[src/design/lrd_pkg.sv]
// Package for the log record deframer: types, constants and the CRC-32 byte update.
// Depends on nothing; every other design file imports it.
`timescale 1ns / 1ps
`default_nettype none
package lrd_pkg;

    localparam int OFFSET_BITS = 48;
    localparam int POS_W = 48;
    localparam logic [31:0] CRC_POLY = 32'hEDB88320;

    typedef enum logic [1:0] {
        PH_STOPPED = 2'd0,
        PH_HEADER  = 2'd1,
        PH_PAYLOAD = 2'd2,
        PH_TRAILER = 2'd3
    } phase_t;

    typedef enum logic [1:0] {
        V_GOOD  = 2'd0,
        V_MAGIC = 2'd1,
        V_TRUNC = 2'd2,
        V_CRC   = 2'd3
    } verdict_t;

    localparam logic [1:0] REG_RECORD_MAGIC = 2'd0;

    // One result beat as it leaves the parser.
    typedef struct packed {
        logic        result_kind;
        logic [7:0]  payload_byte;
        logic [63:0] record_tag;
        logic        payload_first;
        logic        payload_last;
        logic [1:0]  verdict;
        logic [47:0] consumed_offset;
        logic [31:0] payload_length;
    } result_t;

    // One input beat after the front end has registered it.
    typedef struct packed {
        logic [7:0]  data_byte;
        logic        segment_start;
        logic [47:0] first_offset;
        logic        segment_end;
    } item_t;

    // Reflected CRC-32 over one byte, eight shift steps.
    function automatic logic [31:0] crc_byte(input logic [31:0] crc, input logic [7:0] b);
        logic [31:0] c;
        c = crc ^ {24'd0, b};
        for (int i = 0; i < 8; i++)
        begin
            c = c[0] ? ((c >> 1) ^ CRC_POLY) : (c >> 1);
        end
        return c;
    endfunction

endpackage
`default_nettype wire

[src/design/lrd_if.sv]
// Valid/ready stream interfaces for the deframer's input and result channels.
// Depends on lrd_pkg for the beat types.
`timescale 1ns / 1ps
`default_nettype none
interface lrd_in_if;
    import lrd_pkg::*;
    logic        valid;
    logic        ready;
    logic [7:0]  data_byte;
    logic        segment_start;
    logic [47:0] first_offset;
    logic        segment_end;
    modport source (output valid, data_byte, segment_start, first_offset, segment_end,
                    input ready);
    modport sink (input valid, data_byte, segment_start, first_offset, segment_end,
                  output ready);
endinterface

interface lrd_out_if;
    logic        valid;
    logic        ready;
    logic        result_kind;
    logic [7:0]  payload_byte;
    logic [63:0] record_tag;
    logic        payload_first;
    logic        payload_last;
    logic [1:0]  verdict;
    logic [47:0] consumed_offset;
    logic [31:0] payload_length;
    modport source (output valid, result_kind, payload_byte, record_tag, payload_first,
                    payload_last, verdict, consumed_offset, payload_length, input ready);
    modport sink (input valid, result_kind, payload_byte, record_tag, payload_first,
                  payload_last, verdict, consumed_offset, payload_length, output ready);
endinterface
`default_nettype wire

[src/design/log_record_deframer_crc.sv]
// Top level of the log record deframer: APB register, input queue and parser.
// Depends on lrd_pkg, lrd_if, lrd_queue and lrd_parser.
//
//  channel | dir | handshake      | beat
//  in_ch   | in  | valid/ready    | data_byte, segment_start, first_offset, segment_end
//  out_ch  | out | valid/ready    | one payload byte or one record verdict
//  apb     | in  | psel/penable   | record_magic at address 0
//
// One byte a cycle unless out_ch stalls; the parser updates the CRC combinationally.
// A result appears in the cycle after its byte leaves the queue.
// A two-entry queue lets input keep flowing while results stall, until it fills.
// rst_n clears all control state asynchronously; the parser starts stopped.
`timescale 1ns / 1ps
`default_nettype none
module log_record_deframer_crc
    import lrd_pkg::*;
(
    input  wire logic        clk,
    input  wire logic        rst_n,
    lrd_in_if.sink           in_ch,
    lrd_out_if.source        out_ch,
    input  wire logic        psel,
    input  wire logic        penable,
    input  wire logic        pwrite,
    input  wire logic [1:0]  paddr,
    input  wire logic [31:0] pwdata,
    output logic [31:0]      prdata,
    output logic             pready
);
    logic [31:0] magic_reg;
    logic        q_full, q_ne, q_pop;
    item_t       q_in, q_head;
    result_t     res;

    assign pready = 1'b1;
    assign prdata = (paddr == REG_RECORD_MAGIC) ? magic_reg : 32'd0;

    // Register write.
    always_ff @(posedge clk or negedge rst_n)
    begin
        if (!rst_n)
            magic_reg <= '0;
        else if (psel && penable && pwrite && paddr == REG_RECORD_MAGIC)
            magic_reg <= pwdata;
    end

    assign in_ch.ready = !q_full;
    assign q_in = '{data_byte: in_ch.data_byte, segment_start: in_ch.segment_start,
                    first_offset: in_ch.first_offset, segment_end: in_ch.segment_end};

    lrd_queue u_queue (
        .clk(clk), .rst_n(rst_n), .push(in_ch.valid && !q_full), .push_item(q_in),
        .full(q_full), .pop(q_pop), .not_empty(q_ne), .head(q_head)
    );

    lrd_parser u_parser (
        .clk(clk), .rst_n(rst_n), .record_magic(magic_reg), .in_valid(q_ne),
        .in_item(q_head), .in_pop(q_pop), .out_valid(out_ch.valid),
        .out_ready(out_ch.ready), .out_res(res)
    );

    assign out_ch.result_kind     = res.result_kind;
    assign out_ch.payload_byte    = res.payload_byte;
    assign out_ch.record_tag      = res.record_tag;
    assign out_ch.payload_first   = res.payload_first;
    assign out_ch.payload_last    = res.payload_last;
    assign out_ch.verdict         = res.verdict;
    assign out_ch.consumed_offset = res.consumed_offset;
    assign out_ch.payload_length  = res.payload_length;
endmodule
`default_nettype wire

[src/design/lrd_queue.sv]
// Two-entry queue of input beats between the front end and the parser.
// Depends on lrd_pkg for item_t.
`timescale 1ns / 1ps
`default_nettype none
module lrd_queue
    import lrd_pkg::*;
(
    input  wire logic  clk,
    input  wire logic  rst_n,
    input  wire logic  push,
    input  item_t      push_item,
    output logic       full,
    input  wire logic  pop,
    output logic       not_empty,
    output item_t      head
);
    item_t      mem_reg [2];
    logic       wr_ptr_reg, rd_ptr_reg;
    logic [1:0] count_reg;

    assign full      = (count_reg == 2'd2);
    assign not_empty = (count_reg != 2'd0);
    assign head      = mem_reg[rd_ptr_reg];

    // Storage needs no reset.
    always_ff @(posedge clk)
    begin
        if (push)
            mem_reg[wr_ptr_reg] <= push_item;
    end

    // Pointers and fill count.
    always_ff @(posedge clk or negedge rst_n)
    begin
        if (!rst_n)
        begin
            wr_ptr_reg <= 1'b0;
            rd_ptr_reg <= 1'b0;
            count_reg  <= 2'd0;
        end
        else
        begin
            if (push)
                wr_ptr_reg <= ~wr_ptr_reg;
            if (pop)
                rd_ptr_reg <= ~rd_ptr_reg;
            count_reg <= count_reg + {1'b0, push} - {1'b0, pop};
        end
    end

    assert property (@(posedge clk) disable iff (!rst_n) full |-> !push)
        else $error("queue overrun");
    assert property (@(posedge clk) disable iff (!rst_n) !not_empty |-> !pop)
        else $error("queue underrun");
    assert property (@(posedge clk) disable iff (!rst_n) count_reg != 2'd3)
        else $error("queue count out of range");
endmodule
`default_nettype wire

[src/design/lrd_parser.sv]
// Record parser: header capture, CRC update, payload forwarding and verdicts.
// Depends on lrd_pkg; fed from lrd_queue, drives a one-entry output register.
`timescale 1ns / 1ps
`default_nettype none
module lrd_parser
    import lrd_pkg::*;
(
    input  wire logic        clk,
    input  wire logic        rst_n,
    input  wire logic [31:0] record_magic,
    input  wire logic        in_valid,
    input  item_t            in_item,
    output logic             in_pop,
    output logic             out_valid,
    input  wire logic        out_ready,
    output result_t          out_res
);
    phase_t               phase_reg, phase_next;
    logic [31:0]          cnt_reg, cnt_next;
    logic [31:0]          hword_reg, hword_next;
    logic [31:0]          psize_reg, psize_next;
    logic [63:0]          tag_reg, tag_next;
    logic [31:0]          crc_reg, crc_next;
    logic [31:0]          scrc_reg, scrc_next;
    logic [OFFSET_BITS-1:0] pos_reg, pos_next, gend_reg, gend_next;
    logic                 ovalid_reg;
    result_t              ores_reg;
    logic                 emit;
    result_t              res;

    // Step when output register is free or is draining this cycle.
    assign in_pop    = in_valid && (!ovalid_reg || out_ready);
    assign out_valid = ovalid_reg;
    assign out_res   = ores_reg;

    // Next state and result of one byte.
    always_comb
    begin
        logic [OFFSET_BITS-1:0] pos_s, gend_s;
        logic [31:0] crc_s, idx, hw_s, ps_s, sc_s;
        logic [63:0] tag_s;
        phase_t      ph_s;
        logic [7:0]  b;
        logic [2:0]  vd;
        logic        ve;
        pos_s = pos_reg; gend_s = gend_reg; crc_s = crc_reg; idx = cnt_reg;
        hw_s = hword_reg; ps_s = psize_reg; sc_s = scrc_reg; tag_s = tag_reg;
        ph_s = phase_reg; b = in_item.data_byte; vd = 3'd0; ve = 1'b0;
        emit = 1'b0; res = '0;
        if (in_item.segment_start)
        begin
            pos_s = OFFSET_BITS'(in_item.first_offset);
            gend_s = pos_s; ph_s = PH_HEADER; idx = '0; hw_s = '0; ps_s = '0;
            tag_s = '0; crc_s = '1; sc_s = '0;
        end
        phase_next = ph_s; cnt_next = idx; hword_next = hw_s; psize_next = ps_s;
        tag_next = tag_s; crc_next = crc_s; scrc_next = sc_s; pos_next = pos_s;
        gend_next = gend_s;
        if (ph_s != PH_STOPPED)
        begin
            pos_next = pos_s + OFFSET_BITS'(1);
            unique case (ph_s)
                PH_HEADER:
                begin
                    crc_next = crc_byte(crc_s, b);
                    if (idx < 32'd4)
                        hword_next = hw_s | ({24'd0, b} << {idx[1:0], 3'b000});
                    else if (idx < 32'd8)
                        psize_next = ps_s | ({24'd0, b} << {idx[1:0], 3'b000});
                    else if (idx < 32'd16)
                        tag_next = tag_s | ({56'd0, b} << {idx[2:0], 3'b000});
                    if (idx < 32'd23)
                    begin
                        cnt_next = idx + 32'd1;
                        if (in_item.segment_end)
                        begin
                            ve = 1'b1; vd = {1'b0, V_TRUNC};
                        end
                    end
                    else if (hw_s != record_magic)
                    begin
                        ve = 1'b1; vd = {1'b0, V_MAGIC};
                    end
                    else
                    begin
                        cnt_next = '0;
                        phase_next = (ps_s == 32'd0) ? PH_TRAILER : PH_PAYLOAD;
                        if (in_item.segment_end)
                        begin
                            ve = 1'b1; vd = {1'b0, V_TRUNC};
                        end
                    end
                end
                PH_PAYLOAD:
                begin
                    crc_next = crc_byte(crc_s, b);
                    if (in_item.segment_end)
                    begin
                        ve = 1'b1; vd = {1'b0, V_TRUNC};
                    end
                    else
                    begin
                        if (idx == ps_s - 32'd1)
                        begin
                            phase_next = PH_TRAILER; cnt_next = '0;
                        end
                        else
                            cnt_next = idx + 32'd1;
                        emit = 1'b1;
                        res.result_kind = 1'b0;
                        res.payload_byte = b;
                        res.payload_first = (idx == 32'd0);
                        res.payload_last = (idx == ps_s - 32'd1);
                    end
                end
                PH_TRAILER:
                begin
                    scrc_next = sc_s | ({24'd0, b} << {idx[1:0], 3'b000});
                    if (idx < 32'd3)
                    begin
                        cnt_next = idx + 32'd1;
                        if (in_item.segment_end)
                        begin
                            ve = 1'b1; vd = {1'b0, V_TRUNC};
                        end
                    end
                    else if (~crc_s != scrc_next)
                    begin
                        ve = 1'b1; vd = {1'b0, V_CRC};
                    end
                    else
                    begin
                        gend_next = pos_next;
                        ve = 1'b1; vd = {1'b0, V_GOOD};
                        if (!in_item.segment_end)
                        begin
                            phase_next = PH_HEADER; cnt_next = '0; hword_next = '0;
                            psize_next = '0; tag_next = '0; crc_next = '1; scrc_next = '0;
                        end
                        else
                            vd[2] = 1'b1;
                    end
                end
                default: ;
            endcase
            if (ve)
            begin
                emit = 1'b1;
                res.result_kind = 1'b1;
                res.verdict = vd[1:0];
                if (vd[1:0] != V_GOOD || vd[2])
                    phase_next = PH_STOPPED;
            end
            // Header fields include this byte; a good verdict reports them before the
            // next record clears them.
            res.record_tag = tag_next;
            res.payload_length = psize_next;
            if (ve && vd[1:0] == V_GOOD)
            begin
                res.record_tag = tag_s;
                res.payload_length = ps_s;
            end
            res.consumed_offset = POS_W'(gend_next);
        end
    end

    // Parser state.
    always_ff @(posedge clk or negedge rst_n)
    begin
        if (!rst_n)
        begin
            phase_reg <= PH_STOPPED; cnt_reg <= '0; hword_reg <= '0; psize_reg <= '0;
            tag_reg <= '0; crc_reg <= '1; scrc_reg <= '0; pos_reg <= '0; gend_reg <= '0;
            ovalid_reg <= 1'b0;
        end
        else
        begin
            if (in_pop)
            begin
                phase_reg <= phase_next; cnt_reg <= cnt_next; hword_reg <= hword_next;
                psize_reg <= psize_next; tag_reg <= tag_next; crc_reg <= crc_next;
                scrc_reg <= scrc_next; pos_reg <= pos_next; gend_reg <= gend_next;
            end
            if (in_pop)
                ovalid_reg <= emit;
            else if (out_ready)
                ovalid_reg <= 1'b0;
        end
    end

    // Output register payload.
    always_ff @(posedge clk)
    begin
        if (in_pop && emit)
            ores_reg <= res;
    end

    assert property (@(posedge clk) disable iff (!rst_n)
        (ovalid_reg && !out_ready) |=> (ovalid_reg && $stable(ores_reg)))
        else $error("result dropped under stall");
    assert property (@(posedge clk) disable iff (!rst_n)
        (ovalid_reg && !out_ready) |-> !in_pop)
        else $error("parser stepped while output blocked");
    assert property (@(posedge clk) disable iff (!rst_n)
        (in_pop && phase_reg == PH_STOPPED && !in_item.segment_start) |=> !ovalid_reg)
        else $error("result from stopped parser");
endmodule
`default_nettype wire
[src/flat_wrapper.sv]
// flat-port wrapper written by rule: the top's interface ports become plain ports
module log_record_deframer_crc_flat import lrd_pkg::*;
  (clk, rst_n, psel, penable, pwrite, paddr, pwdata, prdata, pready, in_ch_valid, in_ch_data_byte, in_ch_segment_start, in_ch_first_offset, in_ch_segment_end, in_ch_ready, out_ch_valid, out_ch_result_kind, out_ch_payload_byte, out_ch_record_tag, out_ch_payload_first, out_ch_payload_last, out_ch_verdict, out_ch_consumed_offset, out_ch_payload_length, out_ch_ready);
  lrd_in_if in_ch_i ();
  lrd_out_if out_ch_i ();
  input  wire logic clk;
  input  wire logic rst_n;
  input  wire logic psel;
  input  wire logic penable;
  input  wire logic pwrite;
  input  wire logic [1:0] paddr;
  input  wire logic [31:0] pwdata;
  output logic [31:0] prdata;
  output logic pready;
  input wire logic [$bits(in_ch_i.valid)-1:0] in_ch_valid;
  input wire logic [$bits(in_ch_i.data_byte)-1:0] in_ch_data_byte;
  input wire logic [$bits(in_ch_i.segment_start)-1:0] in_ch_segment_start;
  input wire logic [$bits(in_ch_i.first_offset)-1:0] in_ch_first_offset;
  input wire logic [$bits(in_ch_i.segment_end)-1:0] in_ch_segment_end;
  output wire logic [$bits(in_ch_i.ready)-1:0] in_ch_ready;
  output wire logic [$bits(out_ch_i.valid)-1:0] out_ch_valid;
  output wire logic [$bits(out_ch_i.result_kind)-1:0] out_ch_result_kind;
  output wire logic [$bits(out_ch_i.payload_byte)-1:0] out_ch_payload_byte;
  output wire logic [$bits(out_ch_i.record_tag)-1:0] out_ch_record_tag;
  output wire logic [$bits(out_ch_i.payload_first)-1:0] out_ch_payload_first;
  output wire logic [$bits(out_ch_i.payload_last)-1:0] out_ch_payload_last;
  output wire logic [$bits(out_ch_i.verdict)-1:0] out_ch_verdict;
  output wire logic [$bits(out_ch_i.consumed_offset)-1:0] out_ch_consumed_offset;
  output wire logic [$bits(out_ch_i.payload_length)-1:0] out_ch_payload_length;
  input wire logic [$bits(out_ch_i.ready)-1:0] out_ch_ready;
  assign in_ch_i.valid = in_ch_valid;
  assign in_ch_i.data_byte = in_ch_data_byte;
  assign in_ch_i.segment_start = in_ch_segment_start;
  assign in_ch_i.first_offset = in_ch_first_offset;
  assign in_ch_i.segment_end = in_ch_segment_end;
  assign in_ch_ready = in_ch_i.ready;
  assign out_ch_valid = out_ch_i.valid;
  assign out_ch_result_kind = out_ch_i.result_kind;
  assign out_ch_payload_byte = out_ch_i.payload_byte;
  assign out_ch_record_tag = out_ch_i.record_tag;
  assign out_ch_payload_first = out_ch_i.payload_first;
  assign out_ch_payload_last = out_ch_i.payload_last;
  assign out_ch_verdict = out_ch_i.verdict;
  assign out_ch_consumed_offset = out_ch_i.consumed_offset;
  assign out_ch_payload_length = out_ch_i.payload_length;
  assign out_ch_i.ready = out_ch_ready;
  log_record_deframer_crc u_core (.clk(clk), .rst_n(rst_n), .in_ch(in_ch_i), .out_ch(out_ch_i), .psel(psel), .penable(penable), .pwrite(pwrite), .paddr(paddr), .pwdata(pwdata), .prdata(prdata), .pready(pready));
endmodule
[config.mk]
export PLATFORM = sky130hd
export DESIGN_NAME = log_record_deframer_crc_flat
export DESIGN_NICKNAME = d
export VERILOG_FILES = /design/src/design/lrd_pkg.sv /design/src/design/lrd_if.sv /design/src/design/log_record_deframer_crc.sv /design/src/design/lrd_queue.sv /design/src/design/lrd_parser.sv /design/src/flat_wrapper.sv
export SDC_FILE = /design/constraint.sdc
export NUM_CORES = 2
export LEC_CHECK = 0
export BUFFER_PORTS_ARGS = -buffer_cell sky130_fd_sc_hd__buf_2
export CORE_MARGIN = 2
export CORE_UTILIZATION = 60
export CTS_BUF_LIST = sky130_fd_sc_hd__clkbuf_16
export DETAILED_ROUTE_END_ITERATION = 8
export GPL_ROUTABILITY_DRIVEN = 1
export PLACE_DENSITY_LB_ADDON = 0.12
export SLEW_MARGIN = 20
export SYNTH_ARGS = -nofsm -noshare
export SYNTH_HDL_FRONTEND = slang
export SYNTH_SLANG_ARGS = --single-unit
[constraint.sdc]
create_clock -name clk -period 14.46 [get_ports clk]
set_input_delay 0.723 -clock clk [delete_from_list [all_inputs] [get_ports clk]]
set_output_delay 0.723 -clock clk [all_outputs]
set_load 0.05 [all_outputs]
==> flow_summary.yaml <==
yosys:
  synth_async_sr_flop_share_pct: 56.80
  yosys.cell_types.count: 106
  synth_top_flop_cell: "dfrtp_1"
  synth_compound_area_share_pct: 16.87
  synthCells: 3550
  synth_edf_count: 273
  synth_xor_area_share_pct: 5.351
  synth_mux_area_share_pct: 7.356
  syn_area_per_cell_um2: 9.794
  yosys_warnings: 0
  syn-num-nets: 3660
  netlist_area_mm2: 0.03477
  synth-seq-cells: 632
  yosysSeqAreaShare_pct: 49.53
  synthAdderAreaFrac_pct: 0.3959
  synth_simple_gate_area_share_pct: 16.87
  synth_top_family_by_area: "compound AO/OA/AOI/OAI gates"
timing:
  fin_crit_ns: 5.765
  hold_ws_ns: 0.1793
  finalSetupTns_ns: 0
  hold_violations: 0
  post-route-period-util_pct: 39.87
  setup_viol: 0
  slew_violations: 0
  slew-limit-headroom_pct: 19.56
  fmaxAchievable_mhz: 173.5
  grt_setup_unrepaired: "no"
  tightestPinTransition_ns: 1.207
  finClkSkew_ns: 0.03365
flow_run:
  cap_violations: 0
die:
  core_mm2: 0.05748
  start_util_pct: 60.49
  die_area_mm2: 0.05989
  placementRows: 88
  ios: 291
  fp.dieW_um: 244.7
  die_height_um: 244.7
power_and_ir_drop:
  p_clk_share_pct: 18.2
  powerDensity_mw_per_mm2: 246.4
  internal_power_w: 0.005025
  switching_share_pct: 47.35
  seqPwrFrac_pct: 30.1
  ir_worst_vdd_v: 0.0001814
  switchingPower_w: 0.004520
  p_leak_nw: 15.59
  pwr-share-comb_pct: 51.7
cells_and_area:
  drive_gt1_share_pct: 16.35
  largest_reg_flops: 157
  area_delta_synth_final_pct: 11.43
  fin_nets: 3812
clock_tree:
  postCtsResizedCells: 0
  cts-buffers-inserted: 67
  cts-htree-levels: 3
  clk_latency_ns: 0.62
  postCtsSetupBuffers: 0
  root_buffer: "clkbuf_16"
  cts_tree: "yes"
  ctsHoldBuffers: 0
  cts_sinks: 632
  clockBufferDepth: 3
  cts.clk_slew.worst_paths_ns: 0.06
grt:
  grt_first_pass_wirelength_um: 168900
  grt_pass1_vias: 28750
  antenna_found_initial: 2
  grt_usage_pct: 36.55
  grt_max_degree: 121
  overflow: 0
setup_path:
  cp-start-kind: "register"
  worstPathArrival_ns: 6.11
  end_kind: "register"
  critPathLaunch: "u_core.u_queue.rd_ptr_reg$_DFFE_PN0P_"
  cp.required_ns: 14.81
  path_max_fanout: 42
  cpMaxStageDelayCell: "ha_1"
  regToRegStartpoint: "u_core.u_queue.rd_ptr_reg$_DFFE_PN0P_"
  cpPeakStageDelay_ns: 0.64
  criticalPathCategory: "reg2reg"
  crit_chain: "mux2i_4 -> buf_4 -> buf_4 -> nand2_1 -> inv_1 -> ha_1 -> nand3_1 -> nor4_4 -> buf_4 -> nand2_1 -> and2_1 -> nand2_1 -> o21ai_0"
routing:
  route.antenna.remaining_nets: 0
  drtPass1Iterations: 6
  totalWireLength_um: 110900
  drt-vias-per-instance: 6.556
  vias: 29650
  drcViolationCount: 0
  wl_per_cell_um: 24.52
  drtIter0Drc: 3600
placement:
  portBuffers: 289
  dp_hpwl_um: 74960
  gp_congestion: 0.9518
outcome:
  status: "complete, no violations"
min_path:
  hold_path_class: "in2async"
-- power by group through the flow --
stage / registers [W] / logic [W] / clock network (W)
3_3_place_gp: 0.00286 / 0.00473 / 0
6_report: 0.00288 / 0.00494 / 0.00173
3_5_place_dp: 0.00288 / 0.00483 / 0
2_1_floorplan: 0.00334 / 0.00316 / 0
4_1_cts: 0.00286 / 0.00486 / 0.00175
5_1_grt: 0.00292 / 0.00528 / 0.00182
-- worst max-delay path, delay by kind of cell (launching register included) --
family | cells | cell delay (ns)
fa+ha+maj | 1 | 0.64
flops | 1 | 0.52
mux | 1 | 0.26
simple gates | 6 | 2.09
compound gates | 1 | 0.20
buf+inv | 4 | 1.71
-- per-layer routing --
layer / share of wire [%] / wire (um) / GRT usage, % / vias to the layer above
met4: 4.8 / 5371 / 17.47 / 2
met5: 0.014 / 16 / 0 / -
met2: 46 / 51000 / 57.13 / 1772
met1: 40 / 43860 / 49.33 / 14410
met3: 9.6 / 10650 / 7.096 / 323
li1: - / - / - / 13140
-- layout make-up --
class	count	area, um2
diodes	1	2.502
multi-input cells	2633	16400
clock buffers	70	1752
flip-flops and latches	632	17230
clock inverters	53	441.7
fillers	4537	18740
repair buffers	338	1848
inverters	30	112.6
well taps	765	957.2
-- cell usage in the layout (no fill, tap or decap), types with 46 or more instances in the layout --
cell,instances
buf_2,288
edfxtp_1,273
a22oi_1,59
xnor2_1,146
nand2_1,519
nor2_1,290
mux2i_1,184
and2_1,54
nand3_1,73
clkbuf_16,70
nor3_1,58
o21ai_0,311
o21ai_1,51
a21oi_1,175
dfrtp_1,326
xor2_1,59
buf_4,46
-- synth_stat cells (29+ instances only) --
cell type	instances	area [um2]
nand2_1	519	1948
dfrtp_1	327	8183
o21ai_0	311	1556
nor2_1	294	1104
edfxtp_1	273	8198
mux2i_1	187	1872
a21oi_1	176	880.8
clkbuf_1	171	641.9
xnor2_1	146	1279
nand3_1	73	365.4
a22oi_1	59	442.9
nor3_1	59	295.3
xor2_1	59	516.8
and2_1	54	337.8
o21ai_1	52	260.3
a211oi_1	43	322.8
mux2_2	43	484.2
nor4_1	41	256.5
buf_2	38	190.2
nand4_1	35	219.0
dfstp_2	32	840.8
inv_1	29	108.9
-- stage by stage --
step,cell area [um2],utilization (%),worst slack [ns],instances,total power [W]
after floorplan,34770,-,2.399,3550,0.006504
after global routing,38740,67.40,8.403,4522,0.01002
final,38740,67.40,8.695,4522,0.009545
after CTS,38710,67.35,8.806,4520,0.009463
after detailed placement,36520,63.54,8.827,4397,0.007716
after global placement,36510,63.53,9.007,4397,0.007590
-- path summary, 6_finish.rpt --
check / endpoint / slack, ns / cells past startpoint
max in group asynchronous: u_core.u_parser.scrc_reg[24]$_DFFE_PN0P_ / 12.00 / 3
min reg2reg: u_core.u_parser.gend_reg[16]$_DFFE_PN0P_ / 0.48 / 2
min: u_core.u_queue.wr_ptr_reg$_DFFE_PN0P_ / 0.18 / 1
max reg2reg: u_core.u_parser.out_res[125]$_SDFFCE_PP0P_ / 8.70 / 13
min in group clk: u_core.u_queue.mem_reg[0][25]$_DFFE_PP_ / 0.29 / 1
max: u_core.u_parser.out_res[125]$_SDFFCE_PP0P_ / 8.70 / 13
-- kinds of logic after synthesis --
logic type,after synthesis
AOI/OAI and AO/OA,921
xor gates and xnor gates,209
buffers and inverters,285
and+or+nand+nor,1248
adders and majority gates,11
other,1
DFF,632
muxes,243
(Power assumes the default switching activity.)
